File: config.mk
export PLATFORM = sky130hd
export DESIGN_NAME = golomb_rice_block_encoder
export DESIGN_NICKNAME = d
export VERILOG_FILES = /design/src/hdl/grbe_pkg.sv /design/src/hdl/grbe_bit_packer.sv /design/src/hdl/golomb_rice_block_encoder.sv
export VERILOG_INCLUDE_DIRS = /design/src /design/src/hdl
export SDC_FILE = /design/constraint.sdc
export NUM_CORES = 1
export LEC_CHECK = 0
export ABC_AREA = 1
export BUFFER_PORTS_ARGS = -buffer_cell sky130_fd_sc_hd__clkbuf_2
export CORE_ASPECT_RATIO = 1.25
export CORE_MARGIN = 5
export CORE_UTILIZATION = 40
export CTS_CLUSTER_DIAMETER = 100
export CTS_CLUSTER_SIZE = 28
export DETAILED_ROUTE_END_ITERATION = 10
export PLACE_DENSITY = 0.62
export SYNTH_ARGS = -nofsm -noshare
export SYNTH_HDL_FRONTEND = slang
export SYNTH_HIERARCHICAL = 1
export SYNTH_SLANG_ARGS = --single-unit
File: constraint.sdc
create_clock -name clk -period 5.1 [get_ports clk]
set_input_delay 0.255 -clock clk [delete_from_list [all_inputs] [get_ports clk]]
set_output_delay 0.255 -clock clk [all_outputs]
set_load 0.02 [all_outputs]
File: src/hdl/golomb_rice_block_encoder_defines.svh
// Assertion macros shared by the encoder RTL.
// Needs a clk and an active-low rst_n in the scope of each use.
`ifndef GOLOMB_RICE_BLOCK_ENCODER_DEFINES_SVH
`define GOLOMB_RICE_BLOCK_ENCODER_DEFINES_SVH

// same-cycle implication
`define GRBE_ASSERT_NOW(label, ante, cons, msg) \
    label: assert property (@(posedge clk) disable iff (!rst_n) (ante) |-> (cons)) \
        else $error(msg);

// next-cycle implication
`define GRBE_ASSERT_NEXT(label, ante, cons, msg) \
    label: assert property (@(posedge clk) disable iff (!rst_n) (ante) |=> (cons)) \
        else $error(msg);

`endif

File: src/hdl/grbe_pkg.sv
// Shared constants and types of the Golomb-Rice block encoder.
// No dependencies.
`default_nettype none

package grbe_pkg;

    localparam int BYTE_W        = 8;
    localparam int CFG_IDX_W     = 1;
    localparam int CFG_DATA_W    = 16;
    localparam int SEG_VAL_W     = 17;
    localparam int SEG_LEN_W     = 8;

    localparam logic [4:0]  K_LIMIT      = 5'd16;
    localparam logic [16:0] MAX_QUOTIENT = 17'd255;

    localparam logic [CFG_IDX_W-1:0] REG_BLOCK_SIZE       = 1'b0;
    localparam logic [CFG_IDX_W-1:0] REG_PARTITION_FACTOR = 1'b1;

    localparam logic [15:0] BLOCK_SIZE_RESET       = 16'd1024;
    localparam logic [7:0]  PARTITION_FACTOR_RESET = 8'd1;

    typedef struct packed {
        logic [BYTE_W-1:0]    acc;
        logic [2:0]           count;
        logic [SEG_VAL_W-1:0] seg_val;
        logic [SEG_LEN_W-1:0] seg_len;
        logic                 unary;
    } pack_req_t;

    typedef struct packed {
        logic [BYTE_W-1:0] acc;
        logic [2:0]        count;
        logic [3:0]        take;
        logic              full;
    } pack_res_t;

endpackage

`default_nettype wire

File: src/hdl/grbe_bit_packer.sv
// Shared shift unit: moves the next run of segment bits into the byte accumulator.
// Depends on grbe_pkg.
`default_nettype none

module grbe_bit_packer (
    input  wire grbe_pkg::pack_req_t req,
    output grbe_pkg::pack_res_t      res
);

    logic [3:0]                       room;
    logic [3:0]                       take;
    logic [grbe_pkg::SEG_LEN_W-1:0]   shamt;
    logic [grbe_pkg::SEG_VAL_W-1:0]   shifted;
    logic [8:0]                       mask_w;
    logic [grbe_pkg::BYTE_W-1:0]      bits;
    logic [15:0]                      acc_w;
    logic [3:0]                       count_w;

    always_comb
    begin
        room    = 4'd8 - {1'b0, req.count};
        take    = (req.seg_len < {4'd0, room}) ? req.seg_len[3:0] : room;
        shamt   = req.seg_len - {4'd0, take};
        shifted = req.seg_val >> shamt[4:0];
        mask_w  = (9'd1 << take) - 9'd1;
        bits    = req.unary ? mask_w[7:0] : (shifted[7:0] & mask_w[7:0]);
        acc_w   = ({8'd0, req.acc} << take) | {8'd0, bits};
        count_w = {1'b0, req.count} + take;

        res.acc   = acc_w[7:0];
        res.take  = take;
        res.full  = (count_w == 4'd8);
        res.count = count_w[2:0];
    end

endmodule

`default_nettype wire

File: src/hdl/golomb_rice_block_encoder.sv
// Top level of the Golomb-Rice block encoder: sequencer, position counters, output register.
// Depends on grbe_pkg, grbe_bit_packer and golomb_rice_block_encoder_defines.svh.
//
// Residuals are zigzag mapped and Rice coded into an MSB-first byte stream, with an 8-bit
// Rice parameter at each partition start and a 2-bit predictor code at each block start.
// One request is handled at a time: accept, a prepare state, then three emit phases
// (header, unary run, zero plus remainder) through one shared bit packer that moves up to
// the rest of the current byte per cycle. Each cycle that completes a byte waits while the
// output register is still held by the sink.
`default_nettype none
`include "golomb_rice_block_encoder_defines.svh"

module golomb_rice_block_encoder (
    input  wire                                clk,
    input  wire                                rst_n,
    input  wire                                cfg_we,
    input  wire [grbe_pkg::CFG_IDX_W-1:0]      cfg_index,
    input  wire [grbe_pkg::CFG_DATA_W-1:0]     cfg_data,
    input  wire                                in_valid,
    output logic                               in_ready,
    input  wire                                kind,
    input  wire signed [16:0]                  residual,
    input  wire [4:0]                          rice_k,
    input  wire [1:0]                          predictor_code,
    output logic                               out_valid,
    input  wire                                out_ready,
    output logic [7:0]                         out_byte,
    output logic                               last_of_run,
    output logic                               quotient_overflow
);

    localparam logic [2:0] S_IDLE  = 3'd0;
    localparam logic [2:0] S_PREP  = 3'd1;
    localparam logic [2:0] S_HDR   = 3'd2;
    localparam logic [2:0] S_UNARY = 3'd3;
    localparam logic [2:0] S_TAIL  = 3'd4;

    logic [2:0]  state_reg, state_next;
    logic [15:0] block_size_reg;
    logic [7:0]  partition_reg;
    logic [7:0]  acc_reg, acc_next;
    logic [2:0]  count_reg, count_next;
    logic [15:0] sample_reg, sample_next;
    logic [7:0]  block_reg, block_next;
    logic [4:0]  cur_k_reg, cur_k_next;
    logic [5:0]  bytes_left_reg, bytes_left_next;
    logic        out_valid_reg, out_valid_next;

    logic        kind_reg;
    logic [16:0] residual_reg;
    logic [4:0]  rice_k_reg;
    logic [1:0]  pcode_reg;
    logic [16:0] seg_val_reg, seg_val_next;
    logic [7:0]  seg_len_reg, seg_len_next;
    logic [7:0]  q_reg, q_next;
    logic [15:0] tail_val_reg, tail_val_next;
    logic [4:0]  tail_len_reg, tail_len_next;
    logic [7:0]  out_byte_reg, out_byte_next;
    logic        last_reg, last_next;
    logic        ovf_reg, ovf_next;

    grbe_pkg::pack_req_t pack_req;
    grbe_pkg::pack_res_t pack_res;

    logic [16:0] zz;
    logic        block_start, part_start;
    logic [4:0]  k_sat, k_use;
    logic [16:0] q_full;
    logic [16:0] rem_mask;
    logic [3:0]  hdr_len;
    logic [8:0]  total_bits;
    logic [16:0] samp_inc;
    logic [8:0]  blk_inc;
    logic [15:0] bsz;
    logic [7:0]  pf;
    logic        out_free;
    logic        advance;
    logic [7:0]  seg_left;
    logic [15:0] pad_w;

    grbe_bit_packer u_packer (
        .req (pack_req),
        .res (pack_res)
    );

    always_comb
    begin
        zz          = residual_reg[16] ? {~residual_reg[15:0], 1'b1}
                                       : {residual_reg[15:0], 1'b0};
        block_start = (sample_reg == 16'd0);
        part_start  = block_start && (block_reg == 8'd0);
        k_sat       = (rice_k_reg > grbe_pkg::K_LIMIT) ? grbe_pkg::K_LIMIT : rice_k_reg;
        k_use       = part_start ? k_sat : cur_k_reg;
        q_full      = zz >> k_use;
        rem_mask    = (17'd1 << k_use) - 17'd1;
        hdr_len     = part_start ? 4'd10 : (block_start ? 4'd2 : 4'd0);
        total_bits  = {6'd0, count_reg} + {5'd0, hdr_len} + {1'b0, q_full[7:0]}
                    + {4'd0, k_use} + 9'd1;
        bsz         = (block_size_reg == 16'd0) ? 16'd1 : block_size_reg;
        pf          = (partition_reg == 8'd0) ? 8'd1 : partition_reg;
        samp_inc    = {1'b0, sample_reg} + 17'd1;
        blk_inc     = {1'b0, block_reg} + 9'd1;
        out_free    = !out_valid_reg || out_ready;
        pad_w       = {8'd0, acc_reg} << (4'd8 - {1'b0, count_reg});

        pack_req.acc     = acc_reg;
        pack_req.count   = count_reg;
        pack_req.seg_val = seg_val_reg;
        pack_req.seg_len = seg_len_reg;
        pack_req.unary   = (state_reg == S_UNARY);

        advance  = !pack_res.full || out_free;
        seg_left = seg_len_reg - {4'd0, pack_res.take};
    end

    always_comb
    begin
        state_next      = state_reg;
        acc_next        = acc_reg;
        count_next      = count_reg;
        sample_next     = sample_reg;
        block_next      = block_reg;
        cur_k_next      = cur_k_reg;
        bytes_left_next = bytes_left_reg;
        out_valid_next  = out_valid_reg && !out_ready;
        seg_val_next    = seg_val_reg;
        seg_len_next    = seg_len_reg;
        q_next          = q_reg;
        tail_val_next   = tail_val_reg;
        tail_len_next   = tail_len_reg;
        out_byte_next   = out_byte_reg;
        last_next       = last_reg;
        ovf_next        = ovf_reg;

        unique case (state_reg)
            S_IDLE:
            begin
                if (in_valid)
                begin
                    state_next = S_PREP;
                end
            end
            S_PREP:
            begin
                if (kind_reg)
                begin
                    if (count_reg == 3'd0)
                    begin
                        state_next = S_IDLE;
                    end
                    else if (out_free)
                    begin
                        out_valid_next = 1'b1;
                        out_byte_next  = pad_w[7:0];
                        last_next      = 1'b1;
                        ovf_next       = 1'b0;
                        acc_next       = 8'd0;
                        count_next     = 3'd0;
                        state_next     = S_IDLE;
                    end
                end
                else if (q_full > grbe_pkg::MAX_QUOTIENT)
                begin
                    if (out_free)
                    begin
                        out_valid_next = 1'b1;
                        out_byte_next  = 8'd0;
                        last_next      = 1'b1;
                        ovf_next       = 1'b1;
                        state_next     = S_IDLE;
                    end
                end
                else
                begin
                    if (part_start)
                    begin
                        cur_k_next = k_use;
                    end
                    seg_val_next    = {7'd0, 3'd0, k_use, pcode_reg};
                    seg_len_next    = {4'd0, hdr_len};
                    q_next          = q_full[7:0];
                    tail_val_next   = zz[15:0] & rem_mask[15:0];
                    tail_len_next   = k_use;
                    bytes_left_next = total_bits[8:3];
                    if (samp_inc >= {1'b0, bsz})
                    begin
                        sample_next = 16'd0;
                        block_next  = (blk_inc >= {1'b0, pf}) ? 8'd0 : blk_inc[7:0];
                    end
                    else
                    begin
                        sample_next = samp_inc[15:0];
                    end
                    state_next = S_HDR;
                end
            end
            S_HDR, S_UNARY, S_TAIL:
            begin
                if (advance)
                begin
                    acc_next     = pack_res.full ? 8'd0 : pack_res.acc;
                    count_next   = pack_res.count;
                    seg_len_next = seg_left;
                    if (pack_res.full)
                    begin
                        out_valid_next  = 1'b1;
                        out_byte_next   = pack_res.acc;
                        last_next       = (bytes_left_reg == 6'd1);
                        ovf_next        = 1'b0;
                        bytes_left_next = bytes_left_reg - 6'd1;
                    end
                    if (seg_left == 8'd0)
                    begin
                        priority case (state_reg)
                            S_HDR:
                            begin
                                seg_len_next = q_reg;
                                state_next   = S_UNARY;
                            end
                            S_UNARY:
                            begin
                                seg_val_next = {1'b0, tail_val_reg};
                                seg_len_next = {3'd0, tail_len_reg} + 8'd1;
                                state_next   = S_TAIL;
                            end
                            default:
                            begin
                                state_next = S_IDLE;
                            end
                        endcase
                    end
                end
            end
            default:
            begin
                state_next = S_IDLE;
            end
        endcase
    end

    always_ff @(posedge clk or negedge rst_n)
    begin
        if (!rst_n)
        begin
            state_reg      <= S_IDLE;
            block_size_reg <= grbe_pkg::BLOCK_SIZE_RESET;
            partition_reg  <= grbe_pkg::PARTITION_FACTOR_RESET;
            acc_reg        <= 8'd0;
            count_reg      <= 3'd0;
            sample_reg     <= 16'd0;
            block_reg      <= 8'd0;
            cur_k_reg      <= 5'd0;
            bytes_left_reg <= 6'd0;
            out_valid_reg  <= 1'b0;
        end
        else
        begin
            state_reg      <= state_next;
            acc_reg        <= acc_next;
            count_reg      <= count_next;
            sample_reg     <= sample_next;
            block_reg      <= block_next;
            cur_k_reg      <= cur_k_next;
            bytes_left_reg <= bytes_left_next;
            out_valid_reg  <= out_valid_next;
            if (cfg_we)
            begin
                unique case (cfg_index)
                    grbe_pkg::REG_BLOCK_SIZE:       block_size_reg <= cfg_data;
                    grbe_pkg::REG_PARTITION_FACTOR: partition_reg  <= cfg_data[7:0];
                    default:                        block_size_reg <= block_size_reg;
                endcase
            end
        end
    end

    always_ff @(posedge clk)
    begin
        if (in_valid && in_ready)
        begin
            kind_reg     <= kind;
            residual_reg <= residual;
            rice_k_reg   <= rice_k;
            pcode_reg    <= predictor_code;
        end
        seg_val_reg  <= seg_val_next;
        seg_len_reg  <= seg_len_next;
        q_reg        <= q_next;
        tail_val_reg <= tail_val_next;
        tail_len_reg <= tail_len_next;
        out_byte_reg <= out_byte_next;
        last_reg     <= last_next;
        ovf_reg      <= ovf_next;
    end

    assign in_ready          = (state_reg == S_IDLE);
    assign out_valid         = out_valid_reg;
    assign out_byte          = out_byte_reg;
    assign last_of_run       = last_reg;
    assign quotient_overflow = ovf_reg;

    `GRBE_ASSERT_NOW(a_byte_count_left, (state_reg == S_HDR || state_reg == S_UNARY || state_reg == S_TAIL) && pack_res.full && advance, bytes_left_reg != 6'd0, "byte emitted beyond computed count")
    `GRBE_ASSERT_NEXT(a_all_bytes_sent, state_reg == S_TAIL && state_next == S_IDLE, bytes_left_reg == 6'd0, "request ended with bytes still owed")
    `GRBE_ASSERT_NOW(a_hdr_len, state_reg == S_HDR, seg_len_reg <= 8'd10, "header segment too long")
    `GRBE_ASSERT_NOW(a_ovf_form, out_valid_reg && ovf_reg, last_reg && out_byte_reg == 8'd0, "overflow result malformed")

endmodule

`default_nettype wire

# Word level (Yosys, flattened, before mapping)
# Index checks and enable logic that the tools add are counted.
[word_totals] regBits=163 latch_bits=0 ramBits=0 rom_bits=0 input_bits=47 out_inout_bits=12 wordCells=177 n_memories=0
[classes] n_addsub=13 mul=0 div=0 order_cmp=5 n_eq_ne=18 n_shift=6 mux=77 bitwise_logic=7 n_reduce_logical=29
[op_table] op="2-to-1 mux 8 bit" count=18
[op_table] op="2-to-1 mux 17 bit" count=6
[op_table] op="case mux 8 bit (2 select lines)" count=4
[op_table] op="case mux 17 bit (2 select lines)" count=1
[op_table] op="2-to-1 mux 3 bit" count=11
[op_table] op="logical NOT 16 bit" count=2
[op_table] op="2-to-1 mux 16 bit" count=2
[op_table] op="logical NOT 8 bit" count=3
[op_table] op="2-to-1 mux 6 bit" count=4
[op_table] op="2-to-1 mux 1 bit" count=19
[op_table] op="inequality test 2 bit (second input constant)" count=9
[op_table] op="adder 16 x 1 -> 17 bit (second input constant)" count=1
[op_table] op=">= comparator 17 x 16 -> 1 bit" count=1
[op_table] op="greater-than comparator 17 x 8 -> 1 bit (second input constant)" count=1
[op_table] op="right shift 17 x 5 -> 17 bit" count=1
[op_table] op="right shift 17 x 5 -> 8 bit" count=1
[op_table] op="bitwise AND 16 bit" count=1
[op_table] op="NOT 16 bit" count=1
[op_table] op="<< shifter 1 x 5 -> 16 bit (first input constant)" count=1
[op_table] op="<< shifter 8 x 4 -> 8 bit" count=2
[op_table] op="subtractor 16 x 1 -> 16 bit (second input constant)" count=1
[op_table] op="AND reduction 5 bit" count=3
[op_table] op="case mux 3 bit (2 select lines)" count=2
[op_table] op="case mux 6 bit (2 select lines)" count=1
[op_table] op="40 further kinds" count=59

# Longest topological paths before layout
# Gate-level depths: netlist of the first run.
[logic_depth] ltp_word=11 mapped_depth=32 depth_no_buf=32

# Cells and area by module
# Netlist of the first run, hierarchy kept.
[modules_own_cells] mod="golomb_rice_block_encoder" instances=1 cells_per_inst=1219 area_per_inst_um2=9917.0 seq_area_each_um2=4496.8
[modules_own_cells] mod="grbe_bit_packer" instances=1 cells_per_inst=314 area_per_inst_um2=1709.1 seq_area_each_um2=0.0

# Least setup slack after synthesis of the first run
# OpenSTA, ideal clock, no wires.
[synth_timing] path_type="reg2reg" startpoint="reg count_reg[0]" endpoint="reg seg_val_reg[0] (enable)" setup_time_ns=0.388 t_arrival_ns=4.125 required_ns=4.712 slack_ns=0.587 path_stages_with_launch=27 n_path_buf=0 synth_period_minus_slack_ns=4.513 cell_sequence="dfrtp_1 -> inv_1 -> ha_1 -> inv_1 -> ha_1 -> nand2_1 -> nand2_1 -> nand2_4 -> nand2_4 -> nand2_1 -> nand2_4 -> inv_1 -> inv_1 -> ha_1 -> nand2_1 -> nor2_1 -> a211oi_1 -> nor2_1 -> nor2_1 -> nand2_1 -> nand2_1 -> nand2_1 -> nor4_1 -> nand2_1 -> nand2_1 -> o21ai_0 -> nor2_1"
[synth_rtl] item="start: declaration" line="golomb_rice_block_encoder.sv:42" rtl="logic [2:0] count_reg, count_next;"
[synth_rtl] item="start signal: assignment" line="golomb_rice_block_encoder.sv:260" rtl="count_reg <= count_next;"
[synth_rtl] item="end signal: assignment" line="golomb_rice_block_encoder.sv:286" rtl="seg_val_reg <= seg_val_next;"
[synth_rtl] item="end: declaration" line="golomb_rice_block_encoder.sv:53" rtl="logic [16:0] seg_val_reg, seg_val_next;"

# Worst setup path in the final report of the first run
[layout_timing] startpoint="reg sample_reg[0]" endpoint="reg bytes_left_reg[1]"
[layout_between] elab_chain_len=10 word_cells_on_any_way=16 classes_between="4 x add/sub; 1 x order compare; 1 x eq/ne; 1 x shift; 6 x mux; 3 x reduce/logical"
[layout_lines] item="start: declaration" line="golomb_rice_block_encoder.sv:43" rtl="logic [15:0] sample_reg, sample_next;"
[layout_lines] item="start signal: assignment" line="golomb_rice_block_encoder.sv:261" rtl="sample_reg <= sample_next;"
[layout_lines] item="logical NOT 16 bit *" line="golomb_rice_block_encoder.sv:90" rtl="block_start = (sample_reg == 16'd0);"
[layout_lines] item="logical AND 1 bit *" line="golomb_rice_block_encoder.sv:91" rtl="part_start = block_start && (block_reg == 8'd0);"
[layout_lines] item="2-to-1 mux 5 bit *" line="golomb_rice_block_encoder.sv:93" rtl="k_use = part_start ? k_sat : cur_k_reg;"
[layout_lines] item="right shift 17 x 5 -> 17 bit *" line="golomb_rice_block_encoder.sv:94" rtl="q_full = zz >> k_use;"
[layout_lines] item="net q_full[1]" line="golomb_rice_block_encoder.sv:68" rtl="logic [16:0] q_full;"
[layout_lines] item="adder 5 x 8 -> 9 bit" line="golomb_rice_block_encoder.sv:97" rtl="total_bits = {6'd0, count_reg} + {5'd0, hdr_len} + {1'b0, q_full[7:0]}"
[layout_lines] item="adder 9 x 5 -> 9 bit" line="golomb_rice_block_encoder.sv:98" rtl="+ {4'd0, k_use} + 9'd1;"
[layout_lines] item="adder 9 x 1 -> 9 bit" line="golomb_rice_block_encoder.sv:98"
[layout_lines] item="2-to-1 mux 6 bit" line="golomb_rice_block_encoder.sv:162" rtl="else if (q_full > grbe_pkg::MAX_QUOTIENT)"
[layout_lines] item="2-to-1 mux 6 bit" line="golomb_rice_block_encoder.sv:145" rtl="if (kind_reg)"
[layout_lines] item="case mux 6 bit (2 select lines)" line="golomb_rice_block_encoder.sv:135" rtl="unique case (state_reg)"
[layout_lines] item="end signal: assignment" line="golomb_rice_block_encoder.sv:264" rtl="bytes_left_reg <= bytes_left_next;"
[layout_lines] item="end: declaration" line="golomb_rice_block_encoder.sv:46" rtl="logic [5:0] bytes_left_reg, bytes_left_next;"
# The timed path passes the listed nets; every way through them passes the cells marked *. The select of a mux whose other input is x is not followed.
# A chain may end at the register's enable or synchronous reset.

==> results of run 1 <==
==> per-stage QoR <==
step / instance area (um2) / util
after floorplan: 11630 / -
after detailed placement: 12310 / 0.4308
final: 13140 / 0.4597
after global routing: 13140 / 0.4597
after CTS: 13140 / 0.4597
after global placement: 12310 / 0.4308
==> cells by family after synthesis <==
logic type      count (synthesis)  synth area share
xor+xnor                       41           0.03282
simple gates                  759            0.2942
buf+inv                       265           0.09234
mux                             1         0.0008610
compound gates                237            0.1160
other cells                     1         0.0003225
fa+ha+maj                      67           0.07662
flops                         162            0.3868
==> worst reg2reg max path: stages (launching register included) <==
cell     delay [ps]
dfrtp_1         400
inv_1           120
ha_1            180
nand3_1         120
nor2_4          190
nand3_4         130
nand2_2         100
nand2_2         240
nand2_1         130
o21ai_0         140
o21ai_0         330
a21oi_1         140
nor2_1          150
inv_1            70
fa_1            470
inv_1            50
fa_1            420
ha_1            300
inv_1            40
nor3_1          140
nand3_1         100
nand2_1         150
nand2_1         110
nand3_1          80
nand3_1          80
nand2_1          70
nand2_1          50
==> metal layers <==
metal | wire length [um] | up-vias | share of wire | global-route usage
met5 | 0 | - | 0 | 0
met4 | 893 | 0 | 0.031 | 0.07041
met1 | 12960 | 4689 | 0.44 | 0.2272
li1 | - | 5193 | - | -
met2 | 14320 | 231 | 0.49 | 0.3153
met3 | 1013 | 63 | 0.035 | 0.02732
==> synthesized netlist by cell type, types with 2 or more instances <==
cell / instances
nor2_1: 119
nor2_8: 3
nor2_2: 2
o21ai_0: 104
fa_1: 7
xor2_1: 15
nand2_4: 12
xnor2_1: 23
dfstp_2: 2
xor2_2: 2
nor3_1: 14
ha_1: 60
inv_1: 214
or2_2: 4
o21bai_1: 3
o22ai_1: 11
nand2_1: 399
o211ai_1: 6
nand3b_1: 4
nor2_4: 4
dfrtp_1: 72
inv_2: 12
nand3_1: 145
nor4_1: 6
nand4_1: 17
o21a_1: 2
buf_6: 7
a31oi_1: 5
nand3_2: 6
a211oi_1: 3
a311oi_1: 2
edfxtp_1: 88
nand2_2: 19
o21ai_1: 16
a21oi_1: 59
buf_2: 9
o21ai_2: 12
buf_1: 3
o41ai_1: 3
clkbuf_1: 15
buf_4: 3
==> worst max-delay path by stage <==
| stage | startpoint | to | slack [ps] | cells after the start |
|---|---|---|---|---|
| detailed placement | sample_reg[0] | bytes_left_reg[1] | 490 | 28 |
| CTS | sample_reg[0] | bytes_left_reg[2] | 470 | 27 |
| floorplan | count_reg[0] | seg_val_reg[0] | 590 | 26 |
| finish | sample_reg[0] | bytes_left_reg[1] | 500 | 26 |
| global route | sample_reg[0] | bytes_left_reg[5] | 10 | 29 |
| global placement | sample_reg[0] | bytes_left_reg[2] | 560 | 27 |
==> area by class of cell <==
| type | count | area share |
|---|---|---|
| multi-input cells | 1108 | 0.4619 |
| flip-flops and latches | 162 | 0.3423 |
| inverters | 228 | 0.06543 |
| repair buffers | 97 | 0.04933 |
| well taps | 390 | 0.03714 |
| clock buffers | 18 | 0.03429 |
| clock inverters | 14 | 0.009619 |
==> timing repair <==
| item | CTS | global route |
|---|---|---|
| endpoints found under the hold margin | 28 | 0 |
| gates resized for setup | 0 | 0 |
| hold buffers | 25 | 0 |
==> results.yml, run 1 <==
global_routing:
  grt_pass1_wl_um: 48620
  antenna_found_initial: 0
  grt-ovfl-total: 0
  grt_max_degree: 75
  grtUsageTotal: 0.1819
  grt_pass1_vias: 10060
run:
  drv_cap: 0
timing:
  fmax_ghz: 0.2176
  final-setup-viol-count: 0
  grt_setup_unrepaired: "false"
  hold-worst-slack_ps: 13.91
  final.setup.tns_ps: 0
  fin_crit_sh: 0.9011
  period_needed_ps: 4595
  worst_clock_skew_ps: 13.49
  hold_violations: 0
  tightest_slew_ps: 1016
  maxSlewHeadroom: 0.3227
  slew_violations: 0
  fin_ws_ps: 504.6
clock_network:
  cts_buffer_depth: 2
  post_cts_buffers: 0
  insertion_delay_ps: 440
  cts_tree: "yes"
  h-tree-depth: 4
  cts.sinks: 162
  root_buffer: "clkbuf_16"
  cts_buffers: 17
  cts.reportedPaths.clkPinSlew_ps: 70
detailed_routing:
  drcViolationCount: 0
  ant_nets: 0
  viasPerCell: 5.045
  vias: 10180
  drt-initial-drc-count: 743
  wirelength_um: 29190
  firstDrtPassIters: 7
  routedWlPerCell_um: 14.47
worst_hold_path:
  min_path_type: "in2reg"
  hold-path-cell-count: 1
  min_to: "residual_reg[12]"
  min_from: "residual[12]"
floorplan:
  std_cell_rows: 69
  io_pins: 59
  die_w_um: 162.5
  fp.dieH_um: 200.6
  start_util: 0.4068
  die-area_um2: 32600
  core_um2: 28580
setup_path:
  critPathMaxStageDelay_ps: 470
  crit_arrival_ps: 4920
  cp-start-kind: "flip-flop"
  reg2reg_setup_slack_ps: 500
  r2r_end: "bytes_left_reg[1]"
  cpLargestDelayFamily: "simple AND/OR/NAND/NOR gates"
  critPathSlowestCell: "fa_1"
  crit_top_cell: "nand2_1"
  r2r-start: "sample_reg[0]"
  reg2reg_depth: 26
  worstPathMaxFanout: 17
  critical_path_class: "reg2reg"
  end_kind: "flip-flop"
  cp.buffers_inverters: 4
  cp.required_ps: 5420
placed_design:
  gp_congestion: 0.9231
  port_buffers: 58
  placed_cells: 1960
  post-dp-hpwl_um: 22420
  place_ws_ps: 489.9
layout:
  final-seq-area_um2: 4497
  nets: 1728
  diodes: 0
  final_cell_mix: "nand2_1 (399), inv_1 (214), nand3_1 (145)"
  synthToLayoutAreaGrowth_pct: 13.00
  n_fill_cell: 2870
  drive_gt1_frac: 0.1156
  stdcell_count: 2017
  final_common_cell: "nand2_1"
  largest_reg_flops: 17
  multi_input_area_um2: 6068
synth:
  synth_area_leaders: "edfxtp_1 (23%), dfrtp_1 (15%), nand2_1 (13%)"
  synthesis.instances: 1533
  synth_top_area_share: 0.2273
  synth_top_area_cell: "edfxtp_1"
  synth_seq_cells: 162
  ys_seq_area_frac: 0.3868
  syn_avg_cell_area_um2: 7.584
  synth-edff-count: 88
  yosysUniqueCellTypes: 62
  async_reset_ff_frac: 0.4568
  netlist_area_um2: 11630
  yosys_most_used_dff: "edfxtp_1"
  ys_warn_count: 6
run_status:
  outcome: "completed"
Power of run 1 is not shown: default switching activity piles up to over one toggle a cycle in this logic, so the estimate is an artifact.
==> run 2, diff against run 1 <==
--- a/config.mk
+++ b/config.mk
@@ -8,7 +8,7 @@
 export LEC_CHECK = 0
 export ABC_AREA = 1
 export BUFFER_PORTS_ARGS = -buffer_cell sky130_fd_sc_hd__clkbuf_2
-export CORE_ASPECT_RATIO = 1.25
+export CORE_ASPECT_RATIO = 1.75
 export CORE_MARGIN = 5
 export CORE_UTILIZATION = 40
 export CTS_CLUSTER_DIAMETER = 100
==> results.yml, run 2 (same netlist as run 1, synthesis figures left out) <==
run_status:
  outcome: "finished with violations"
  violations: "hold timing"
timing:
  hold-worst-slack_ps: -23.55
  tightest_slew_ps: 1052
  hold_violations: 7
  worst_clock_skew_ps: 11.34
  fmax_ghz: 0.2185
  final-setup-viol-count: 0
  maxSlewHeadroom: 0.2987
  grt_setup_unrepaired: "false"
  final.setup.tns_ps: 0
  fin_crit_sh: 0.8975
  period_needed_ps: 4577
  slew_violations: 0
placed_design:
  post-dp-hpwl_um: 25430
  gp_congestion: 0.9328
  port_buffers: 58
setup_path:
  critPathSlowestCell: "fa_1"
  critPathMaxStageDelay_ps: 470
  cpLargestDelayFamily: "simple AND/OR/NAND/NOR gates"
  cp.required_ps: 5440
  end_kind: "flip-flop"
  cp-start-kind: "flip-flop"
  critical_path_class: "reg2reg"
  cp.buffers_inverters: 5
  crit_arrival_ps: 4920
  worstPathMaxFanout: 17
global_routing:
  grtUsageTotal: 0.2018
  use_met3: 0.02967
  grt_use_met1: 0.1953
  grt-ovfl-total: 0
  grt_max_degree: 75
  grt_pass1_vias: 10640
  antenna_found_initial: 0
  grt_busiest_layer: "met2"
  grt_pass1_wl_um: 52920
  use_met2: 0.4060
layout:
  n_fill_cell: 2923
  nets: 1731
  largest_reg_flops: 17
  drive_gt1_frac: 0.1172
  fin_util: 0.4577
  final_common_cell: "nand2_1"
  synthToLayoutAreaGrowth_pct: 13.10
  final_cell_mix: "nand2_1 (399), inv_1 (214), nand3_1 (145)"
  diodes: 0
clock_network:
  cts_tree: "yes"
  post_cts_buffers: 0
  root_buffer: "clkbuf_16"
  cts_buffer_depth: 2
  cts_buffers: 17
  h-tree-depth: 4
  insertion_delay_ps: 450
  cts.reportedPaths.clkPinSlew_ps: 70
  cts.sinks: 162
run:
  drv_cap: 0
detailed_routing:
  firstDrtPassIters: 5
  vias: 10350
  drt-initial-drc-count: 523
  routedWlPerCell_um: 16.00
  drcViolationCount: 0
  viasPerCell: 5.152
  ant_nets: 0
  wirelength_um: 32140
floorplan:
  die-area_um2: 32710
  io_pins: 59
  start_util: 0.4047
  std_cell_rows: 82
  die_w_um: 138.9
  fp.dieH_um: 235.5
  core_um2: 28730
worst_hold_path:
  min_path_type: "in2async"
run 2: cell type report:
| type | count | area, um2 | area share |
|---|---|---|---|
| timing repair buffer | 100 | 673.1 | 0.05119 |
| clock buffer | 19 | 464.2 | 0.03530 |
| tap | 378 | 473.0 | 0.03597 |
| inverter | 228 | 859.6 | 0.06537 |
| sequential | 162 | 4497 | 0.3420 |
| multi-input combinational | 1108 | 6068 | 0.4615 |
| clock inverter | 13 | 113.9 | 0.008659 |
run 2: per-layer routing:
| metal | share of wire | up-vias |
|---|---|---|
| met5 | 0 | - |
| met4 | 0.042 | 0 |
| met3 | 0.026 | 79 |
| met2 | 0.58 | 226 |
| met1 | 0.36 | 4836 |
| li1 | - | 5205 |
run 2: timing repair:
item / 4_1_cts / 5_1_grt
hold endpoints to repair: 26 / 0
hold buffers: 26 / 0
endpoints found under the setup margin: 0 / 1
resized for setup: 0 / 1
run 2: metrics by stage:
step,instances,cell area [um2],worst slack [ps],hold WS (ps)
after CTS,2008,13150,464.5,0.1437
after global routing,2008,13150,41.81,49.69
final,2008,13150,522.7,-23.55
after detailed placement,1950,12310,488.3,433.6
after floorplan,1535,11630,586.8,-40.59
after global placement,1950,12310,600.9,432.9
run 2: worst paths after layout:
kind / startpoint / endpoint / slack (ps) / cells past startpoint
max: sample_reg[0] / bytes_left_reg[1] / 520 / 26
min: rst_n / acc_reg[1] / -20 / 1
max reg2reg: sample_reg[0] / bytes_left_reg[1] / 520 / 26
min reg2reg: partition_reg[5] / partition_reg[5] / 490 / 2
max in group asynchronous: rst_n / sample_reg[12] / 4440 / 1
min in group clk: cfg_data[9] / block_size_reg[9] / 50 / 3
Power of run 2 is left out for the same reason.
